[src/rtl/kway_merge_dedup_heap_assert.svh]
// assertion macros for the k-way merge block
// used by kway_merge_dedup_heap.sv, no other dependencies
`ifndef KWAY_MERGE_DEDUP_HEAP_ASSERT_SVH
`define KWAY_MERGE_DEDUP_HEAP_ASSERT_SVH
`ifndef ASSERT_OFF
`define KMDH_ASSERT(lbl, clk, rst_n, prop) \
    lbl: assert property (@(posedge clk) disable iff (!rst_n) (prop)) \
        else $error("kmdh check failed");
`define KMDH_ASSERT_NEXT(lbl, clk, rst_n, ante, cons) \
    lbl: assert property (@(posedge clk) disable iff (!rst_n) (ante) |=> (cons)) \
        else $error("kmdh check failed");
`else
`define KMDH_ASSERT(lbl, clk, rst_n, prop)
`define KMDH_ASSERT_NEXT(lbl, clk, rst_n, ante, cons)
`endif
`endif

[src/rtl/kmdh_pkg.sv]
// shared types and constants for the k-way merge block
// no dependencies; imported by kmdh_cell and kway_merge_dedup_heap
package kmdh_pkg;

    localparam int KEY_PORT_BITS  = 64;
    localparam int LANE_PORT_BITS = 4;
    localparam int MASK_PORT_BITS = 16;
    localparam int MAX_LANES      = 16;
    localparam int CNT_BITS       = 5;
    localparam logic [CNT_BITS-1:0] LANES_RESET = 5'd16;

    typedef enum logic [1:0] {
        OP_KEY     = 2'd0,
        OP_EXHAUST = 2'd1,
        OP_RESTART = 2'd2
    } t_opcode;

    // command from the sequencer to one lane cell
    typedef struct packed {
        logic load;
        logic mark_exh;
        logic restart;
    } t_cell_cmd;

    // control part of the token that walks along the cell row
    typedef struct packed {
        logic valid;
        logic live;
    } t_sweep_ctl;

endpackage

[src/rtl/kmdh_cell.sv]
// one lane cell: head key, exhausted flag and one stage of the minimum sweep
// depends on kmdh_pkg
module kmdh_cell
    import kmdh_pkg::*;
#(
    parameter int KEY_BITS  = 64,
    parameter int LANE_IDX  = 0
) (
    input  logic                 i_clk,
    input  logic                 i_rst_n,
    input  t_cell_cmd            i_cmd,
    input  logic [KEY_BITS-1:0]  i_key,
    input  logic                 i_in_use,
    input  t_sweep_ctl           i_ctl,
    input  logic [KEY_BITS-1:0]  i_min_key,
    input  logic [MAX_LANES-1:0] i_mask,
    output t_sweep_ctl           o_ctl,
    output logic [KEY_BITS-1:0]  o_min_key,
    output logic [MAX_LANES-1:0] o_mask
);

    localparam logic [MAX_LANES-1:0] SELF_BIT = {{(MAX_LANES-1){1'b0}}, 1'b1} << LANE_IDX;

    logic [KEY_BITS-1:0]  r_key;
    logic                 r_exh;
    logic                 r_valid;
    logic                 r_live;
    logic [KEY_BITS-1:0]  r_min_key;
    logic [MAX_LANES-1:0] r_mask;

    logic                 me_live;
    logic                 n_live;
    logic [KEY_BITS-1:0]  n_min_key;
    logic [MAX_LANES-1:0] n_mask;

    assign me_live = i_in_use && !r_exh;

    always_comb begin
        n_live    = i_ctl.live | me_live;
        n_min_key = i_min_key;
        n_mask    = i_mask;
        if (me_live) begin
            if (!i_ctl.live || (r_key < i_min_key)) begin
                n_min_key = r_key;
                n_mask    = SELF_BIT;
            end else if (r_key == i_min_key) begin
                n_mask = i_mask | SELF_BIT;
            end
        end
    end

    always_ff @(posedge i_clk) begin
        if (!i_rst_n) begin
            r_valid <= 1'b0;
            r_exh   <= 1'b0;
        end else begin
            r_valid <= i_ctl.valid;
            if (i_cmd.restart || i_cmd.load) begin
                r_exh <= 1'b0;
            end else if (i_cmd.mark_exh) begin
                r_exh <= 1'b1;
            end
        end
    end

    always_ff @(posedge i_clk) begin
        if (i_cmd.load) begin
            r_key <= i_key;
        end
        // token payload only moves with a valid token, so the row end stays stable
        if (i_ctl.valid) begin
            r_live    <= n_live;
            r_min_key <= n_min_key;
            r_mask    <= n_mask;
        end
    end

    assign o_ctl     = '{valid: r_valid, live: r_live};
    assign o_min_key = r_min_key;
    assign o_mask    = r_mask;

endmodule

[src/rtl/kway_merge_dedup_heap.sv]
// top level of the k-way merge with duplicate removal: sequencer, pending set,
// output register and the row of lane cells; depends on kmdh_pkg, kmdh_cell
//
//  channel   direction  handshake                   payload
//  input     in         i_in_valid / o_in_stall     i_opcode, i_lane, i_key
//  result    out        o_out_valid / i_out_stall   o_min_key, o_refill_mask, o_all_done
//  config    in         i_cfg_we                    i_cfg_data (lanes_in_use)
//
// a transaction that leaves lanes pending does not stall the input.
// the transaction that fills the last pending lane starts a sweep through the
// cell row, one cell a cycle; the result then passes the hold state into the
// output register, with the input stalled meanwhile.
// reset is synchronous: lanes_in_use = 16, all lanes in use pending.
// new transactions are taken while a result waits in the output register; a
// finished sweep holds at the row end until that register is free.
`include "kway_merge_dedup_heap_assert.svh"
module kway_merge_dedup_heap
    import kmdh_pkg::*;
#(
    parameter int KEY_BITS  = 64
) (
    input  logic                      i_clk,
    input  logic                      i_rst_n,
    input  logic                      i_cfg_we,
    input  logic [CNT_BITS-1:0]       i_cfg_data,
    input  logic                      i_in_valid,
    output logic                      o_in_stall,
    input  logic [1:0]                i_opcode,
    input  logic [LANE_PORT_BITS-1:0] i_lane,
    input  logic [KEY_PORT_BITS-1:0]  i_key,
    output logic                      o_out_valid,
    input  logic                      i_out_stall,
    output logic [KEY_PORT_BITS-1:0]  o_min_key,
    output logic [MASK_PORT_BITS-1:0] o_refill_mask,
    output logic                      o_all_done
);

    localparam int OUT_LANES = (MAX_LANES < MASK_PORT_BITS) ? MAX_LANES : MASK_PORT_BITS;

    typedef enum logic [2:0] {
        S_IDLE  = 3'b001,
        S_SWEEP = 3'b010,
        S_HOLD  = 3'b100
    } t_state;

    t_state                    r_state;
    logic                      r_launch;
    logic [CNT_BITS-1:0]       r_lanes_in_use;
    logic [MAX_LANES-1:0]      r_in_use;
    logic [MAX_LANES-1:0]      r_pending;
    logic                      r_out_valid;
    logic [KEY_PORT_BITS-1:0]  r_out_key;
    logic [MASK_PORT_BITS-1:0] r_out_mask;
    logic                      r_out_done;

    t_sweep_ctl           w_ctl  [MAX_LANES+1];
    logic [KEY_BITS-1:0]  w_key  [MAX_LANES+1];
    logic [MAX_LANES-1:0] w_mask [MAX_LANES+1];
    logic [MAX_LANES:0]   w_valid;
    t_cell_cmd            w_cmd  [MAX_LANES];

    t_opcode                   op;
    logic                      is_idle;
    logic                      in_acc;
    logic [MAX_LANES-1:0]      lane_sel;
    logic                      refill;
    logic                      do_restart;
    logic [CNT_BITS-1:0]       restart_cnt;
    logic [MAX_LANES-1:0]      pending_after;
    logic                      launch;
    logic                      row_done;
    logic                      out_free;
    logic [MASK_PORT_BITS-1:0] end_mask;
    logic                      out_zero;

    function automatic logic [MAX_LANES-1:0] f_in_use(input logic [CNT_BITS-1:0] cnt);
        int                   act;
        logic [MAX_LANES-1:0] v;
        act = int'(cnt);
        if (act < 1) act = 1;
        if (act > MAX_LANES) act = MAX_LANES;
        for (int g = 0; g < MAX_LANES; g++) begin
            v[g] = (g < act);
        end
        return v;
    endfunction

    assign op         = t_opcode'(i_opcode);
    assign is_idle    = (r_state == S_IDLE);
    assign o_in_stall = !is_idle;
    assign in_acc     = i_in_valid && !o_in_stall;

    always_comb begin
        for (int g = 0; g < MAX_LANES; g++) begin
            lane_sel[g] = (32'(i_lane) == g);
        end
    end

    assign refill        = in_acc && ((op == OP_KEY) || (op == OP_EXHAUST))
                           && ((lane_sel & r_pending) != '0);
    assign do_restart    = i_cfg_we || (in_acc && (op == OP_RESTART));
    assign restart_cnt   = i_cfg_we ? i_cfg_data : r_lanes_in_use;
    assign pending_after = r_pending & ~lane_sel;
    assign launch        = refill && (pending_after == '0);
    assign row_done      = w_ctl[MAX_LANES].valid;
    assign out_free      = !r_out_valid || !i_out_stall;

    always_comb begin
        for (int g = 0; g < MAX_LANES; g++) begin
            w_cmd[g].load     = refill && (op == OP_KEY) && lane_sel[g];
            w_cmd[g].mark_exh = refill && (op == OP_EXHAUST) && lane_sel[g];
            w_cmd[g].restart  = do_restart;
        end
    end

    // token enters with no live lane seen yet
    assign w_ctl[0]  = '{valid: r_launch, live: 1'b0};
    assign w_key[0]  = '0;
    assign w_mask[0] = '0;

    for (genvar g = 0; g < MAX_LANES; g++) begin : g_cell
        kmdh_cell #(
            .KEY_BITS  (KEY_BITS),
            .LANE_IDX  (g)
        ) u_cell (
            .i_clk     (i_clk),
            .i_rst_n   (i_rst_n),
            .i_cmd     (w_cmd[g]),
            .i_key     (i_key[KEY_BITS-1:0]),
            .i_in_use  (r_in_use[g]),
            .i_ctl     (w_ctl[g]),
            .i_min_key (w_key[g]),
            .i_mask    (w_mask[g]),
            .o_ctl     (w_ctl[g+1]),
            .o_min_key (w_key[g+1]),
            .o_mask    (w_mask[g+1])
        );
    end

    always_comb begin
        for (int g = 0; g <= MAX_LANES; g++) begin
            w_valid[g] = w_ctl[g].valid;
        end
    end

    always_comb begin
        end_mask = '0;
        end_mask[OUT_LANES-1:0] = w_mask[MAX_LANES][OUT_LANES-1:0];
    end

    always_ff @(posedge i_clk) begin
        if (!i_rst_n) begin
            r_state        <= S_IDLE;
            r_launch       <= 1'b0;
            r_lanes_in_use <= LANES_RESET;
            r_in_use       <= f_in_use(LANES_RESET);
            r_pending      <= f_in_use(LANES_RESET);
            r_out_valid    <= 1'b0;
        end else begin
            r_launch <= launch;
            if (i_cfg_we) begin
                r_lanes_in_use <= i_cfg_data;
            end
            if (do_restart) begin
                r_in_use  <= f_in_use(restart_cnt);
                r_pending <= f_in_use(restart_cnt);
            end else if (refill) begin
                r_pending <= pending_after;
            end else if (row_done) begin
                // lanes holding the minimum must refill; none once all are exhausted
                r_pending <= w_ctl[MAX_LANES].live ? w_mask[MAX_LANES] : '0;
            end
            case (r_state)
                S_IDLE: begin
                    if (launch) r_state <= S_SWEEP;
                end
                S_SWEEP: begin
                    if (row_done) r_state <= S_HOLD;
                end
                S_HOLD: begin
                    if (out_free) r_state <= S_IDLE;
                end
                default: r_state <= S_IDLE;
            endcase
            if ((r_state == S_HOLD) && out_free) begin
                r_out_valid <= 1'b1;
            end else if (!i_out_stall) begin
                r_out_valid <= 1'b0;
            end
        end
    end

    always_ff @(posedge i_clk) begin
        if ((r_state == S_HOLD) && out_free) begin
            if (w_ctl[MAX_LANES].live) begin
                r_out_key  <= KEY_PORT_BITS'(w_key[MAX_LANES]);
                r_out_mask <= end_mask;
                r_out_done <= 1'b0;
            end else begin
                r_out_key  <= '0;
                r_out_mask <= '0;
                r_out_done <= 1'b1;
            end
        end
    end

    assign o_out_valid   = r_out_valid;
    assign o_min_key     = r_out_key;
    assign o_refill_mask = r_out_mask;
    assign o_all_done    = r_out_done;

    assign out_zero = (o_min_key == '0) && (o_refill_mask == '0);

    `KMDH_ASSERT(a_one_token, i_clk, i_rst_n, $onehot0(w_valid))
    `KMDH_ASSERT(a_idle_row_empty, i_clk, i_rst_n, is_idle |-> (w_valid == '0))
    `KMDH_ASSERT(a_pending_in_use, i_clk, i_rst_n, (r_pending & ~r_in_use) == '0)
    `KMDH_ASSERT(a_sweep_no_pending, i_clk, i_rst_n, (r_state == S_SWEEP) |-> (r_pending == '0))
    `KMDH_ASSERT(a_done_clean, i_clk, i_rst_n, (o_out_valid && o_all_done) |-> out_zero)
    `KMDH_ASSERT_NEXT(a_launch_sweeps, i_clk, i_rst_n, launch, (r_state == S_SWEEP) && r_launch)

endmodule
[config.mk]
export PLATFORM = sky130hd
export DESIGN_NAME = kway_merge_dedup_heap
export DESIGN_NICKNAME = d
export VERILOG_FILES = /design/src/rtl/kmdh_pkg.sv /design/src/rtl/kmdh_cell.sv /design/src/rtl/kway_merge_dedup_heap.sv
export VERILOG_INCLUDE_DIRS = /design/src /design/src/rtl
export SDC_FILE = /design/constraint.sdc
export NUM_CORES = 2
export LEC_CHECK = 0
export BUFFER_PORTS_ARGS = -buffer_cell sky130_fd_sc_hd__clkbuf_2
export CAP_MARGIN = 20
export CORE_MARGIN = 2
export CORE_UTILIZATION = 40
export DETAILED_ROUTE_END_ITERATION = 7
export PLACE_DENSITY = 0.58
export SLEW_MARGIN = 5
export SYNTH_ARGS = -nofsm -noshare
export SYNTH_HDL_FRONTEND = slang
export SYNTH_HIERARCHICAL = 1
export SYNTH_SLANG_ARGS = --single-unit
[constraint.sdc]
create_clock -name i_clk -period 11.35 [get_ports i_clk]
set_input_delay 2.27 -clock i_clk [delete_from_list [all_inputs] [get_ports i_clk]]
set_output_delay 2.27 -clock i_clk [all_outputs]
set_load 0.05 [all_outputs]
==> metrics.yaml <==
drt:
  remaining_drc_errors: 0
  vias: 63580
  wl_per_cell_microns: 18.71
  wirelength_microns: 242700
  drtAntennaViolNets: 0
  dr.pass1.iters: 7
  drt_iter0_drc: 4014
  vias_per_cell: 4.902
power_and_ir_drop:
  p_leak_uw: 0.05519
  power_uw: 19060
  irDropWorstVdd_uv: 110.0
  powerDensity_nw_per_um2: 141.3
synthesis:
  syn-cell-area_sq_um: 121200
  synth-async-reset-ratio: 0
  synth_warnings: 6
  yosys_most_used_dff: "edfxtp_1"
  yosysTopAreaCellShare: 0.5950
  synth_area_leaders: "edfxtp_1 (60%), mux2_4 (12%), ha_1 (11%)"
  ys_ff_latch: 2475
  seq_area_frac_synth: 0.6073
  synth_area_per_cell_sq_um: 14.53
  synthCells: 8342
  synth.distinct_cells: 79
  synth-edff-count: 2401
  synth_area_leader_cell: "edfxtp_1"
setup_path:
  critical_path_required_ps: 11810
  crit_fanout: 63
  worstSetupStartpointType: "input pin"
  crit_type: "in2reg"
  cp-end-kind: "register"
  startpoint: "i_lane[3]"
  rr_startpoint: "g_cell[13].u_cell/o_min_key[62]"
  cp_data_arrival_time_ps: 5240
sta:
  finalSetupViolCount: 0
  final_max_slew_viol_count: 0
  fmax_ghz: 0.2092
  worst_pin_slew_ps: 1022
  hold_violations: 0
  tns_ps: 0
  clock-skew-final_ps: 40.81
  fin_crit_sh: 0.4212
  period_minus_slack_ps: 4780
  max_slew_margin: 0.3010
  rsz0062_at_grt: "no"
global_route:
  antenna_found_initial: 8
  grt_max_degree: 82
  grt_pass1_vias: 65700
  grt.total_usage: 0.1557
  grt_first_pass_wirelength_microns: 376200
  grt_overflow: 0
clocking:
  hold_buffers: 0
  cts_setup_buffers: 0
  clk_latency_ps: 840
  clk_pin_slew_ps: 60
  cts_htree_levels: 5
  cts_tree: "built"
  cts_buffer_depth: 4
  cts.repair.resized: 0
  clockRootBuffer: "clkbuf_16"
  numCtsBuffers: 275
  cts.sinks: 2475
run_status:
  outcome: "finished clean"
worst_hold_path:
  worstHoldStart: "r_in_use[11]"
  hp-class: "reg2reg"
finish:
  final_nets: 9881
  syn2layout_area_growth_pct: 11.32
  drive_gt1_frac: 0.1818
floorplan:
  start_util: 0.4012
  core-area_sq_um: 302000
  placementRows: 202
  pin_count: 163
  dieArea_sq_um: 307300
  fp.dieW_microns: 554.4
  die_h_microns: 554.4
job:
  cap_viol_max_count: 0
place:
  port_buffers: 162
  gp_congestion: 0.8212
  dp_hpwl_microns: 186500
-- flip-flops by register name (all words and copies together) (netlist names), 3 cells and up --
name	count
g_cell.u_cell/r_valid	16
g_cell.u_cell/o_mask	256
g_cell.u_cell/r_exh	16
r_lanes_in_use	5
r_in_use	16
r_pending	16
g_cell.u_cell/r_live	16
o_refill_mask	16
o_min_key	64
g_cell.u_cell/o_min_key	1024
r_state	3
g_cell.u_cell/r_key	1024
-- logic make-up (layout without fill, tap and decap cells) --
kind of cell | count (synthesis) | count (layout) | synth area share
compound gates | 874 | 874 | 0.04377
fa+ha+maj | 1024 | 1024 | 0.1057
buf+inv | 1474 | 1956 | 0.05477
flops | 2475 | 2475 | 0.6073
mux | 1036 | 1036 | 0.1259
other cells | 1 | 169 | 0.00003095
simple gates | 1458 | 1458 | 0.06249
-- layout make-up --
cell class              count  area (sq um)
multi-input cells        4538         41730
inverters                1264          4745
flip-flops and latches   2475         73640
fillers                 26330        167100
well taps                3978          4977
clock inverters           125          1125
diodes                     23         57.56
clock buffers             344          7341
repair buffers            223          1269
-- layout by cell type, fill, tap and decap left out, types with 33 or more instances in the layout --
cell type	n
buf_4	61
mux2_1	65
clkinv_1	49
nand3_1	135
a21oi_1	439
dfxtp_1	58
nand2_1	275
inv_1	1262
o21ai_0	99
edfxtp_1	2401
nor2b_1	36
nor2_1	367
o21ai_1	46
conb_1	146
a21o_1	55
and4_1	33
a211oi_1	34
clkbuf_1	58
clkinv_2	39
nand2b_1	72
mux2_4	960
nor4_1	40
nand4_1	210
ha_1	1024
clkbuf_2	162
and2_1	112
nor3_1	40
clkbuf_16	283
-- Yosys cell counts (18+ instances only) --
cell	count
a211oi_1	34
a21o_1	55
a21oi_1	440
a221o_1	31
a31oi_1	19
and2_1	112
and3_1	18
and4_1	33
buf_2	21
buf_4	35
buf_6	126
clkbuf_1	25
dfxtp_1	74
edfxtp_1	2401
ha_1	1024
inv_1	1262
mux2_1	65
mux2_4	960
nand2_1	275
nand2b_1	72
nand3_1	135
nand4_1	210
nor2_1	371
nor2b_1	36
nor3_1	48
nor4_1	44
nor4b_1	18
o211ai_1	20
o21ai_0	99
o21ai_1	46
or3_1	32
-- final timing paths --
| kind | depth (start not counted) | slack [ps] | end |
|---|---|---|---|
| worst max-delay path | 8 | 6570 | g_cell[14].u_cell/r_key[53] |
| worst min-delay path | 1 | 500 | r_in_use[11] |
| worst max register to register | 10 | 7230 | g_cell[14].u_cell/o_min_key[51] |
| worst min register to register | 1 | 500 | r_in_use[11] |
-- stage by stage --
stage               cells  hold slack, ps  utilization  area, sq um  setup WS, ps
finish              12970           496.5       0.4466       134900          6570
detailed placement  12480           480.2       0.4184       126400          5702
global placement    12480           463.9       0.4184       126400          5768
global route        12950           502.1       0.4464       134800          6376
floorplan            8487           416.7            -       121700          1010
CTS                 12950           494.3       0.4464       134800          6625
-- report_power, final --
group | internal (uW) | switching, uW
Combinational | 221 | 346
Sequential | 9980 | 19.4
Clock | 5000 | 3480
-- per-layer routing --
metal | up-vias | global-route usage | share of wire
met2 | 1075 | 0.2489 | 0.45
met1 | 30770 | 0.2179 | 0.48
li1 | 31280 | - | -
met3 | 453 | 0.02075 | 0.037
met4 | 2 | 0.05273 | 0.033
met5 | - | 0 | 0.000049
-- critical path, cell delays in order --
cell and delay [ps]:
clkbuf_2 300, nand2_1 320, o221ai_1 390, a221oi_2 170, a21oi_1 260, nand3_1 430, nor2_4 330, buf_4 650
Power figures use the tool's default switching activity.
